<file path="src/rtl/signed_int_to_decimal_ascii_core_assert.svh">
// Assertion macros used by the converter's serializer module
`ifndef SIGNED_INT_TO_DECIMAL_ASCII_CORE_ASSERT_SVH
`define SIGNED_INT_TO_DECIMAL_ASCII_CORE_ASSERT_SVH

// implication checked at every rising clock edge outside reset
`define SIDC_ASSERT_IMP(label, ante, cons, msg) \
  label: assert property (@(posedge clk) disable iff (!rst_n) (ante) |-> (cons)) \
    else $error(msg);

// implication checked in the cycle after the antecedent
`define SIDC_ASSERT_NEXT(label, ante, cons, msg) \
  label: assert property (@(posedge clk) disable iff (!rst_n) (ante) |=> (cons)) \
    else $error(msg);

`endif

</file>
<file path="src/rtl/sidc_pkg.sv">
// Package: widths, character codes and pipeline data types of the converter
`default_nettype none
package sidc_pkg;

  localparam int VALUE_BITS = 32;
  localparam int DIGITS = (VALUE_BITS * 1233) / 4096 + 1;
  localparam int ITERS = 4;
  localparam int DD_STAGES = (VALUE_BITS + ITERS - 1) / ITERS;
  localparam int BIN_W = DD_STAGES * ITERS;
  localparam int CNT_W = $clog2(DIGITS);

  localparam logic [5:0] CHAR_ZERO = 6'd48;
  localparam logic [5:0] CHAR_MINUS = 6'd45;

  typedef logic [DIGITS-1:0][3:0] sidc_bcd_t;

  typedef struct packed {
    logic             neg;
    sidc_bcd_t        bcd;
    logic [BIN_W-1:0] bin;
  } sidc_work_t;

endpackage
`default_nettype wire

</file>
<file path="src/rtl/sidc_mag_stage.sv">
// Sign split and magnitude register, first pipeline stage
`default_nettype none
module sidc_mag_stage import sidc_pkg::*; (
  input  logic                         clk,
  input  logic                         rst_n,
  input  logic                         up_valid,
  input  logic signed [VALUE_BITS-1:0] up_value,
  output logic                         up_ready,
  output logic                         dn_valid,
  output sidc_work_t                   dn_data,
  input  logic                         dn_ready
);

  logic            valid_r;
  sidc_work_t      data_r;
  sidc_work_t      data_nxt;
  logic [VALUE_BITS-1:0] mag;

  assign up_ready = !valid_r || dn_ready;

  always_comb begin
    mag = up_value[VALUE_BITS-1] ? (~up_value + 1'b1) : up_value;
    data_nxt.neg = up_value[VALUE_BITS-1];
    data_nxt.bcd = '0;
    data_nxt.bin = BIN_W'(mag);
  end

  always_ff @(posedge clk) begin
    if (!rst_n) begin
      valid_r <= 1'b0;
    end else if (up_ready) begin
      valid_r <= up_valid;
    end
  end

  always_ff @(posedge clk) begin
    if (up_ready && up_valid) begin
      data_r <= data_nxt;
    end
  end

  assign dn_valid = valid_r;
  assign dn_data = data_r;

endmodule
`default_nettype wire

</file>
<file path="src/rtl/sidc_dd_stage.sv">
// One shift-and-add-3 binary to BCD stage of the conversion pipeline
`default_nettype none
module sidc_dd_stage import sidc_pkg::*; (
  input  logic       clk,
  input  logic       rst_n,
  input  logic       up_valid,
  input  sidc_work_t up_data,
  output logic       up_ready,
  output logic       dn_valid,
  output sidc_work_t dn_data,
  input  logic       dn_ready
);

  localparam int ACC_W = DIGITS * 4 + BIN_W;

  logic       valid_r;
  sidc_work_t data_r;
  sidc_work_t data_nxt;
  logic [ACC_W-1:0] acc;
  logic [3:0]       dig;

  assign up_ready = !valid_r || dn_ready;

  always_comb begin
    acc = {up_data.bcd, up_data.bin};
    dig = '0;
    for (int it = 0; it < ITERS; it++) begin
      for (int d = 0; d < DIGITS; d++) begin
        dig = acc[BIN_W + d*4 +: 4];
        if (dig >= 4'd5) begin
          acc[BIN_W + d*4 +: 4] = dig + 4'd3;
        end
      end
      acc = acc << 1;
    end
    data_nxt.neg = up_data.neg;
    data_nxt.bcd = acc[BIN_W +: DIGITS*4];
    data_nxt.bin = acc[BIN_W-1:0];
  end

  always_ff @(posedge clk) begin
    if (!rst_n) begin
      valid_r <= 1'b0;
    end else if (up_ready) begin
      valid_r <= up_valid;
    end
  end

  always_ff @(posedge clk) begin
    if (up_ready && up_valid) begin
      data_r <= data_nxt;
    end
  end

  assign dn_valid = valid_r;
  assign dn_data = data_r;

endmodule
`default_nettype wire

</file>
<file path="src/rtl/sidc_serializer.sv">
// Character serializer: sign, then digits from the leading nonzero one
`default_nettype none
`include "signed_int_to_decimal_ascii_core_assert.svh"
module sidc_serializer import sidc_pkg::*; (
  input  logic       clk,
  input  logic       rst_n,
  input  logic       up_valid,
  input  sidc_work_t up_data,
  output logic       up_ready,
  output logic       out_valid,
  input  logic       out_stall,
  output logic [5:0] out_ascii_char,
  output logic       out_last_char
);

  logic             busy_r, busy_nxt;
  logic             sign_r, sign_nxt;
  logic [CNT_W-1:0] cnt_r, cnt_nxt;
  sidc_bcd_t        bcd_r;
  logic [CNT_W-1:0] top;
  logic             take_out;
  logic             is_last;
  logic             load;

  assign take_out = busy_r && !out_stall;
  assign is_last = !sign_r && (cnt_r == '0);
  assign up_ready = !busy_r || (take_out && is_last);
  assign load = up_valid && up_ready;

  always_comb begin
    top = '0;
    for (int d = 0; d < DIGITS; d++) begin
      if (up_data.bcd[d] != 4'd0) begin
        top = CNT_W'(d);
      end
    end
  end

  always_comb begin
    busy_nxt = busy_r;
    sign_nxt = sign_r;
    cnt_nxt = cnt_r;
    if (take_out) begin
      priority if (sign_r) begin
        sign_nxt = 1'b0;
      end else if (cnt_r != '0) begin
        cnt_nxt = cnt_r - 1'b1;
      end else begin
        busy_nxt = 1'b0;
      end
    end
    if (load) begin
      busy_nxt = 1'b1;
      sign_nxt = up_data.neg;
      cnt_nxt = top;
    end
  end

  always_ff @(posedge clk) begin
    if (!rst_n) begin
      busy_r <= 1'b0;
      sign_r <= 1'b0;
      cnt_r <= '0;
    end else begin
      busy_r <= busy_nxt;
      sign_r <= sign_nxt;
      cnt_r <= cnt_nxt;
    end
  end

  always_ff @(posedge clk) begin
    if (load) begin
      bcd_r <= up_data.bcd;
    end
  end

  assign out_valid = busy_r;
  assign out_ascii_char = sign_r ? CHAR_MINUS : (CHAR_ZERO + {2'b00, bcd_r[cnt_r]});
  assign out_last_char = is_last;

  `SIDC_ASSERT_IMP(a_sign_not_last, busy_r && sign_r, !out_last_char,
    "minus sign flagged as last character")
  `SIDC_ASSERT_NEXT(a_neg_sign_first, load && up_data.neg,
    busy_r && sign_r && out_ascii_char == CHAR_MINUS,
    "negative request does not start with minus sign")
  `SIDC_ASSERT_NEXT(a_digit_advance, take_out && !sign_r && cnt_r != '0,
    busy_r && cnt_r == $past(cnt_r) - 1'b1,
    "digit index did not advance by one")

endmodule
`default_nettype wire

</file>
<file path="src/rtl/signed_int_to_decimal_ascii_core.sv">
// Top level: signed integer to decimal ASCII character stream
//
// Input channel: in_valid, in_value (signed two's complement), in_stall.
// Output channel: out_valid, out_ascii_char, out_last_char, out_stall.
// Each request yields its decimal text, most significant character first:
// a minus sign for negative values, then the digits without leading zeros
// (zero gives a single '0'). out_last_char marks the final character.
// Path from request acceptance to the first character: one magnitude stage,
// eight BCD stages of four shift steps each, then the serializer load.
// Throughput: while out_stall is low the serializer sends one character
// per cycle, so a request occupies it for its digits plus sign; the next
// request's first character follows the previous last character directly.
// Up to nine requests wait in the conversion pipeline meanwhile.
// Reset clears all valid flags; no clearing pass is needed.
// While out_stall is high the current character holds, the pipeline fills
// and then raises in_stall; nothing is dropped or repeated.
`default_nettype none
module signed_int_to_decimal_ascii_core import sidc_pkg::*; (
  input  logic                         clk,
  input  logic                         rst_n,
  input  logic                         in_valid,
  output logic                         in_stall,
  input  logic signed [VALUE_BITS-1:0] in_value,
  output logic                         out_valid,
  input  logic                         out_stall,
  output logic [5:0]                   out_ascii_char,
  output logic                         out_last_char
);

  logic       mag_ready;
  logic       st_valid [DD_STAGES+1];
  sidc_work_t st_data  [DD_STAGES+1];
  logic       st_ready [DD_STAGES+1];

  assign in_stall = !mag_ready;

  sidc_mag_stage u_mag (
    .clk      (clk),
    .rst_n    (rst_n),
    .up_valid (in_valid),
    .up_value (in_value),
    .up_ready (mag_ready),
    .dn_valid (st_valid[0]),
    .dn_data  (st_data[0]),
    .dn_ready (st_ready[0])
  );

  for (genvar s = 0; s < DD_STAGES; s++) begin : g_dd
    sidc_dd_stage u_dd (
      .clk      (clk),
      .rst_n    (rst_n),
      .up_valid (st_valid[s]),
      .up_data  (st_data[s]),
      .up_ready (st_ready[s]),
      .dn_valid (st_valid[s+1]),
      .dn_data  (st_data[s+1]),
      .dn_ready (st_ready[s+1])
    );
  end

  sidc_serializer u_ser (
    .clk            (clk),
    .rst_n          (rst_n),
    .up_valid       (st_valid[DD_STAGES]),
    .up_data        (st_data[DD_STAGES]),
    .up_ready       (st_ready[DD_STAGES]),
    .out_valid      (out_valid),
    .out_stall      (out_stall),
    .out_ascii_char (out_ascii_char),
    .out_last_char  (out_last_char)
  );

endmodule
`default_nettype wire

</file>
<file path="config.mk">
export PLATFORM = sky130hd
export DESIGN_NAME = signed_int_to_decimal_ascii_core
export DESIGN_NICKNAME = d
export VERILOG_FILES = /design/src/rtl/sidc_pkg.sv /design/src/rtl/sidc_mag_stage.sv /design/src/rtl/sidc_dd_stage.sv /design/src/rtl/sidc_serializer.sv /design/src/rtl/signed_int_to_decimal_ascii_core.sv
export VERILOG_INCLUDE_DIRS = /design/src /design/src/rtl
export SDC_FILE = /design/constraint.sdc
export NUM_CORES = 1
export LEC_CHECK = 0
export BUFFER_PORTS_ARGS = -buffer_cell sky130_fd_sc_hd__buf_2
export CAP_MARGIN = 15
export CORE_UTILIZATION = 55
export CTS_BUF_LIST = sky130_fd_sc_hd__clkbuf_16
export CTS_CLUSTER_SIZE = 12
export DETAILED_ROUTE_END_ITERATION = 10
export PLACE_DENSITY_LB_ADDON = 0.3
export SYNTH_ARGS = -nofsm -noshare
export SYNTH_HDL_FRONTEND = slang
export SYNTH_SLANG_ARGS = --single-unit
</file>
<file path="constraint.sdc">
create_clock -name clk -period 16 [get_ports clk]
set_clock_uncertainty 0.15 [all_clocks]
set_input_delay 3.2 -clock clk [delete_from_list [all_inputs] [get_ports clk]]
set_output_delay 3.2 -clock clk [all_outputs]
set_load 0.02 [all_outputs]
</file>
==> impl_summary.md <==
Yosys
Synthesis produced a netlist with a net count of 3307. The share of synthesized area in the top cell type comes to 0.385. The biggest area consumer among synthesized cells is sky130_fd_sc_hd__edfxtp_1.

For this run, the number of Yosys warnings is 0. The synthesized netlist occupies a cell area of between 0.02 and 0.03 mm^2. For this run, the register share of the synthesized area comes to 0.396. The number of enable flip-flop cells after synthesis is approximately 380. The synthesized-area fraction occupied by adder cells is 0.0641.

Of the total synthesized cell area, the portion taken by XOR and XNOR cells is 0.0561. The average footprint of a synthesized cell is 9.44 um^2. The count of mapped cells out of synthesis is around 3100. The synthesized flop and latch total is roughly 390. Of all flip-flops after synthesis, the portion carrying an async set or reset was 0. After synthesis, the cell types taking the most area are sky130_fd_sc_hd__edfxtp_1 39%, sky130_fd_sc_hd__ha_1 6.4%, sky130_fd_sc_hd__a21oi_1 4.9%, sky130_fd_sc_hd__xnor2_1 4.3%, sky130_fd_sc_hd__o21ai_0 4.0%. The compound-gate portion of the synthesized area is 0.245. Of the total synthesized cell area, the portion taken by AND, OR, NAND and NOR gates is 0.139. The portion of synthesized area spent on multiplexers is 0.0647. The most used flip-flop cell after synthesis is sky130_fd_sc_hd__edfxtp_1.

After synthesis, the largest family of logic cells by area is compound AO/OA/AOI/OAI gates. In this run, distinct cell masters in the synthesized netlist total 107.

Power
The power density relative to cell area is about 82 mW/mm^2. Summed over all cells, the static leakage comes to about 12 nW. The worst ir drop on vdd is around 85 uV.

Clock network
The clock edge transition at the registers on the reported setup and hold paths is about 0.060 ns. The clock tree from TritonCTS is yes. The H-tree was split into 2 levels. The number of resized instances in the post-cts repair step is 0.

The number of clock sinks is slightly below 400. The CTS buffer count is 45. The number of hold buffers added after CTS was 0.

The source-to-sink clock delay at the later pin of the worst-skew pair is about 0.6 ns. The cell chosen for the clock root is sky130_fd_sc_hd__clkbuf_16. The number of buffers added for setup after CTS is 0. The longest clock path from root to sink contains 3 buffers.

Route
Wires add up to between 50 and 60 mm. The number of DRC markers in iteration 0 is ~1400. The via count is ~24000.

In the routed design, unresolved DRC markers number 4. The number of detailed-route iterations in the first pass is 8. The final antenna-violating net count is 0. In the routed layout, each cell is associated on average with a via count of approximately 6.1. The wire length per cell is between 10 and 15 um.

Setup path
STA classifies the critical path endpoint as an output port. Data on the critical path is required at its endpoint by approximately 13 ns. The endpoint arrival time on the critical path is around 5.6 ns. The top fanout value on the critical path is 5. The startpoint kind of the worst setup timing path is an input port. The kind of critical path is input port to output port.

STA
The maximum clock frequency is approximately 110 MHz. The relative slew slack is 0.215. The max-slew violation count is 0. Counting I/O delays and the setup requirement, the final critical path takes 8.97 ns. The sum of negative setup slack is 0 ns. The hold violation count in the final report is 0.

Dividing the final minimum period by the clock period gives 0.561. Setup repair after global routing left no endpoint under its margin. The number of endpoints failing setup at the final stage is 0. In the post-route analysis, the smallest setup slack over all paths is 7.03 ns. The slew of the pin with the lowest slew margin is 1.14 ns.

Cells and area
Relative to the synthesized area, the layout overhead comes to 8.39%. The top cell types in the final layout, fill and taps aside, are 378 x sky130_fd_sc_hd__edfxtp_1, 288 x sky130_fd_sc_hd__a21oi_1, 237 x sky130_fd_sc_hd__o21ai_0. The final instance area is roughly 0.032 mm^2.

The most common cell after layout, fill and taps aside is sky130_fd_sc_hd__edfxtp_1. The utilization after layout is 0.605. The net count of the finished layout is 3329. The number of diodes added for antenna fixing is 0. The fraction of final layout cells sized beyond drive strength 1 is 0.0909.

GRT
Entering global routing, the biggest net connects 46 pins. The number of global-route vias before repair is between 20000 and 25000. The initial antenna violation count came to 0. The first global-routing pass estimated 96.0 mm of wire.

For this run the aggregate overflow at the end of global routing stands at 0. In the global route stage, overall resource usage came out at 0.205.

Die
The initial utilization of the core area, before any placement, comes to 0.558. The die covers roughly 0.054 mm^2. Measured along the y axis, the die boundary spans about 230 um. After floorplanning, the core was sized to cover about 0.053 mm^2. The die width is between 200 and 250 um.

45 I/O pins were placed. The floorplan has 84 rows.

Place
Routability-driven placement finished with a final weighted congestion of about 0.82. The post-placement setup slack is 7.05 ns. Once placement finished, the instance area stood at about 0.030 mm^2.

Summed over all nets, the half-perimeter wirelength after detailed placement is roughly 41 mm. Input and output buffers added on the ports amount to 43.

Flow run
Across the run, the number of max-cap violations was 0.

Outcome
The flow ran to the end, but the final reports show violations. The checks that failed: DRC.

Min path
In this run the worst hold path is classified as flop to flop.
## sequential cells by signal, summed over array words and instances, names as in the netlist
name	cells
g_dd.u_dd.dn_data	305
g_dd.u_dd.dn_valid	8
u_mag.dn_data	33
u_mag.dn_valid	1
u_ser.bcd_r	40
u_ser.cnt_r	4
u_ser.out_valid	1
u_ser.sign_r	1
## cells in the mapped netlist, types with 26 or more instances
cell and n:
sky130_fd_sc_hd__ha_1 150, sky130_fd_sc_hd__nand2b_1 71, sky130_fd_sc_hd__mux2i_1 89, sky130_fd_sc_hd__nor3_1 71, sky130_fd_sc_hd__a211oi_1 46, sky130_fd_sc_hd__mux2_2 65, sky130_fd_sc_hd__o211ai_1 26, sky130_fd_sc_hd__xor2_1 28
sky130_fd_sc_hd__a21o_1 43, sky130_fd_sc_hd__a21oi_1 288, sky130_fd_sc_hd__edfxtp_1 378, sky130_fd_sc_hd__o22ai_1 37, sky130_fd_sc_hd__nand2_1 189, sky130_fd_sc_hd__o21a_1 37, sky130_fd_sc_hd__xnor2_1 144, sky130_fd_sc_hd__o21ai_0 237
sky130_fd_sc_hd__inv_1 190, sky130_fd_sc_hd__nor2_1 235, sky130_fd_sc_hd__nor3b_1 52, sky130_fd_sc_hd__a31oi_1 77, sky130_fd_sc_hd__nand3_1 51, sky130_fd_sc_hd__clkbuf_1 66, sky130_fd_sc_hd__nor2b_1 41, sky130_fd_sc_hd__o21ai_1 57
## worst paths after layout
check	start	to	slack (ns)	depth (start not counted)
worst min-delay path	g_dd[7].u_dd.dn_data[32]$_DFFE_PP_	u_ser.bcd_r[0]$_DFFE_PP_	0.26	0
worst max-delay path	out_stall	in_stall	7.03	9
worst min register to register	g_dd[7].u_dd.dn_data[32]$_DFFE_PP_	u_ser.bcd_r[0]$_DFFE_PP_	0.26	0
worst max register to register	g_dd[2].u_dd.dn_data[32]$_DFFE_PP_	g_dd[3].u_dd.dn_data[37]$_DFFE_PP_	11.48	14
## critical path, cell delays in order
cell                       delay [ns]
sky130_fd_sc_hd__buf_2           0.08
sky130_fd_sc_hd__nand2b_1        0.09
sky130_fd_sc_hd__nand2_1         0.09
sky130_fd_sc_hd__nor2_1          0.45
sky130_fd_sc_hd__and3_1          0.55
sky130_fd_sc_hd__and3_1          0.35
sky130_fd_sc_hd__and3_1          0.36
sky130_fd_sc_hd__and3_1          0.26
sky130_fd_sc_hd__buf_2           0.18
## stage by stage
step,total power [mW],instances,hold slack [ns]
floorplan,1.49,3121,0.250
global placement,1.53,3784,0.251
detailed placement,1.56,3784,0.255
CTS,2.63,3868,0.263
global route,2.72,3868,0.268
finish,2.61,3868,0.259
## cell type report
class / instances / area (um^2)
clock buffers: 45 / 1130
clock inverters: 39 / 438
inverters: 198 / 743
flip-flops and latches: 393 / 11700
repair buffers: 49 / 260
well taps: 688 / 861
multi-input cells: 2456 / 16800
fillers: 4366 / 20800
## where the power goes
part	switching, mW	total, mW	internal (mW)
Clock	0.420	1.07	0.646
Combinational	0.219	0.375	0.156
Sequential	0.00976	1.17	1.16
## kinds of logic (layout without fill, tap and decap cells)
group,after synthesis,count (layout)
XOR/XNOR,181,181
flip-flops,393,393
AND/OR/NAND/NOR,827,827
adder cells (fa/ha/maj),151,151
AO/OA/AOI/OAI,1126,1126
multiplexers,170,170
buffers and inverters,272,331
other,1,1
## layer usage
layer / track usage / part of all wire
met5: 0 / 0
met4: 0.0582 / 0.017
met3: 0.0250 / 0.034
met2: 0.393 / 0.52
met1: 0.235 / 0.42
(Power assumes the default switching activity.)
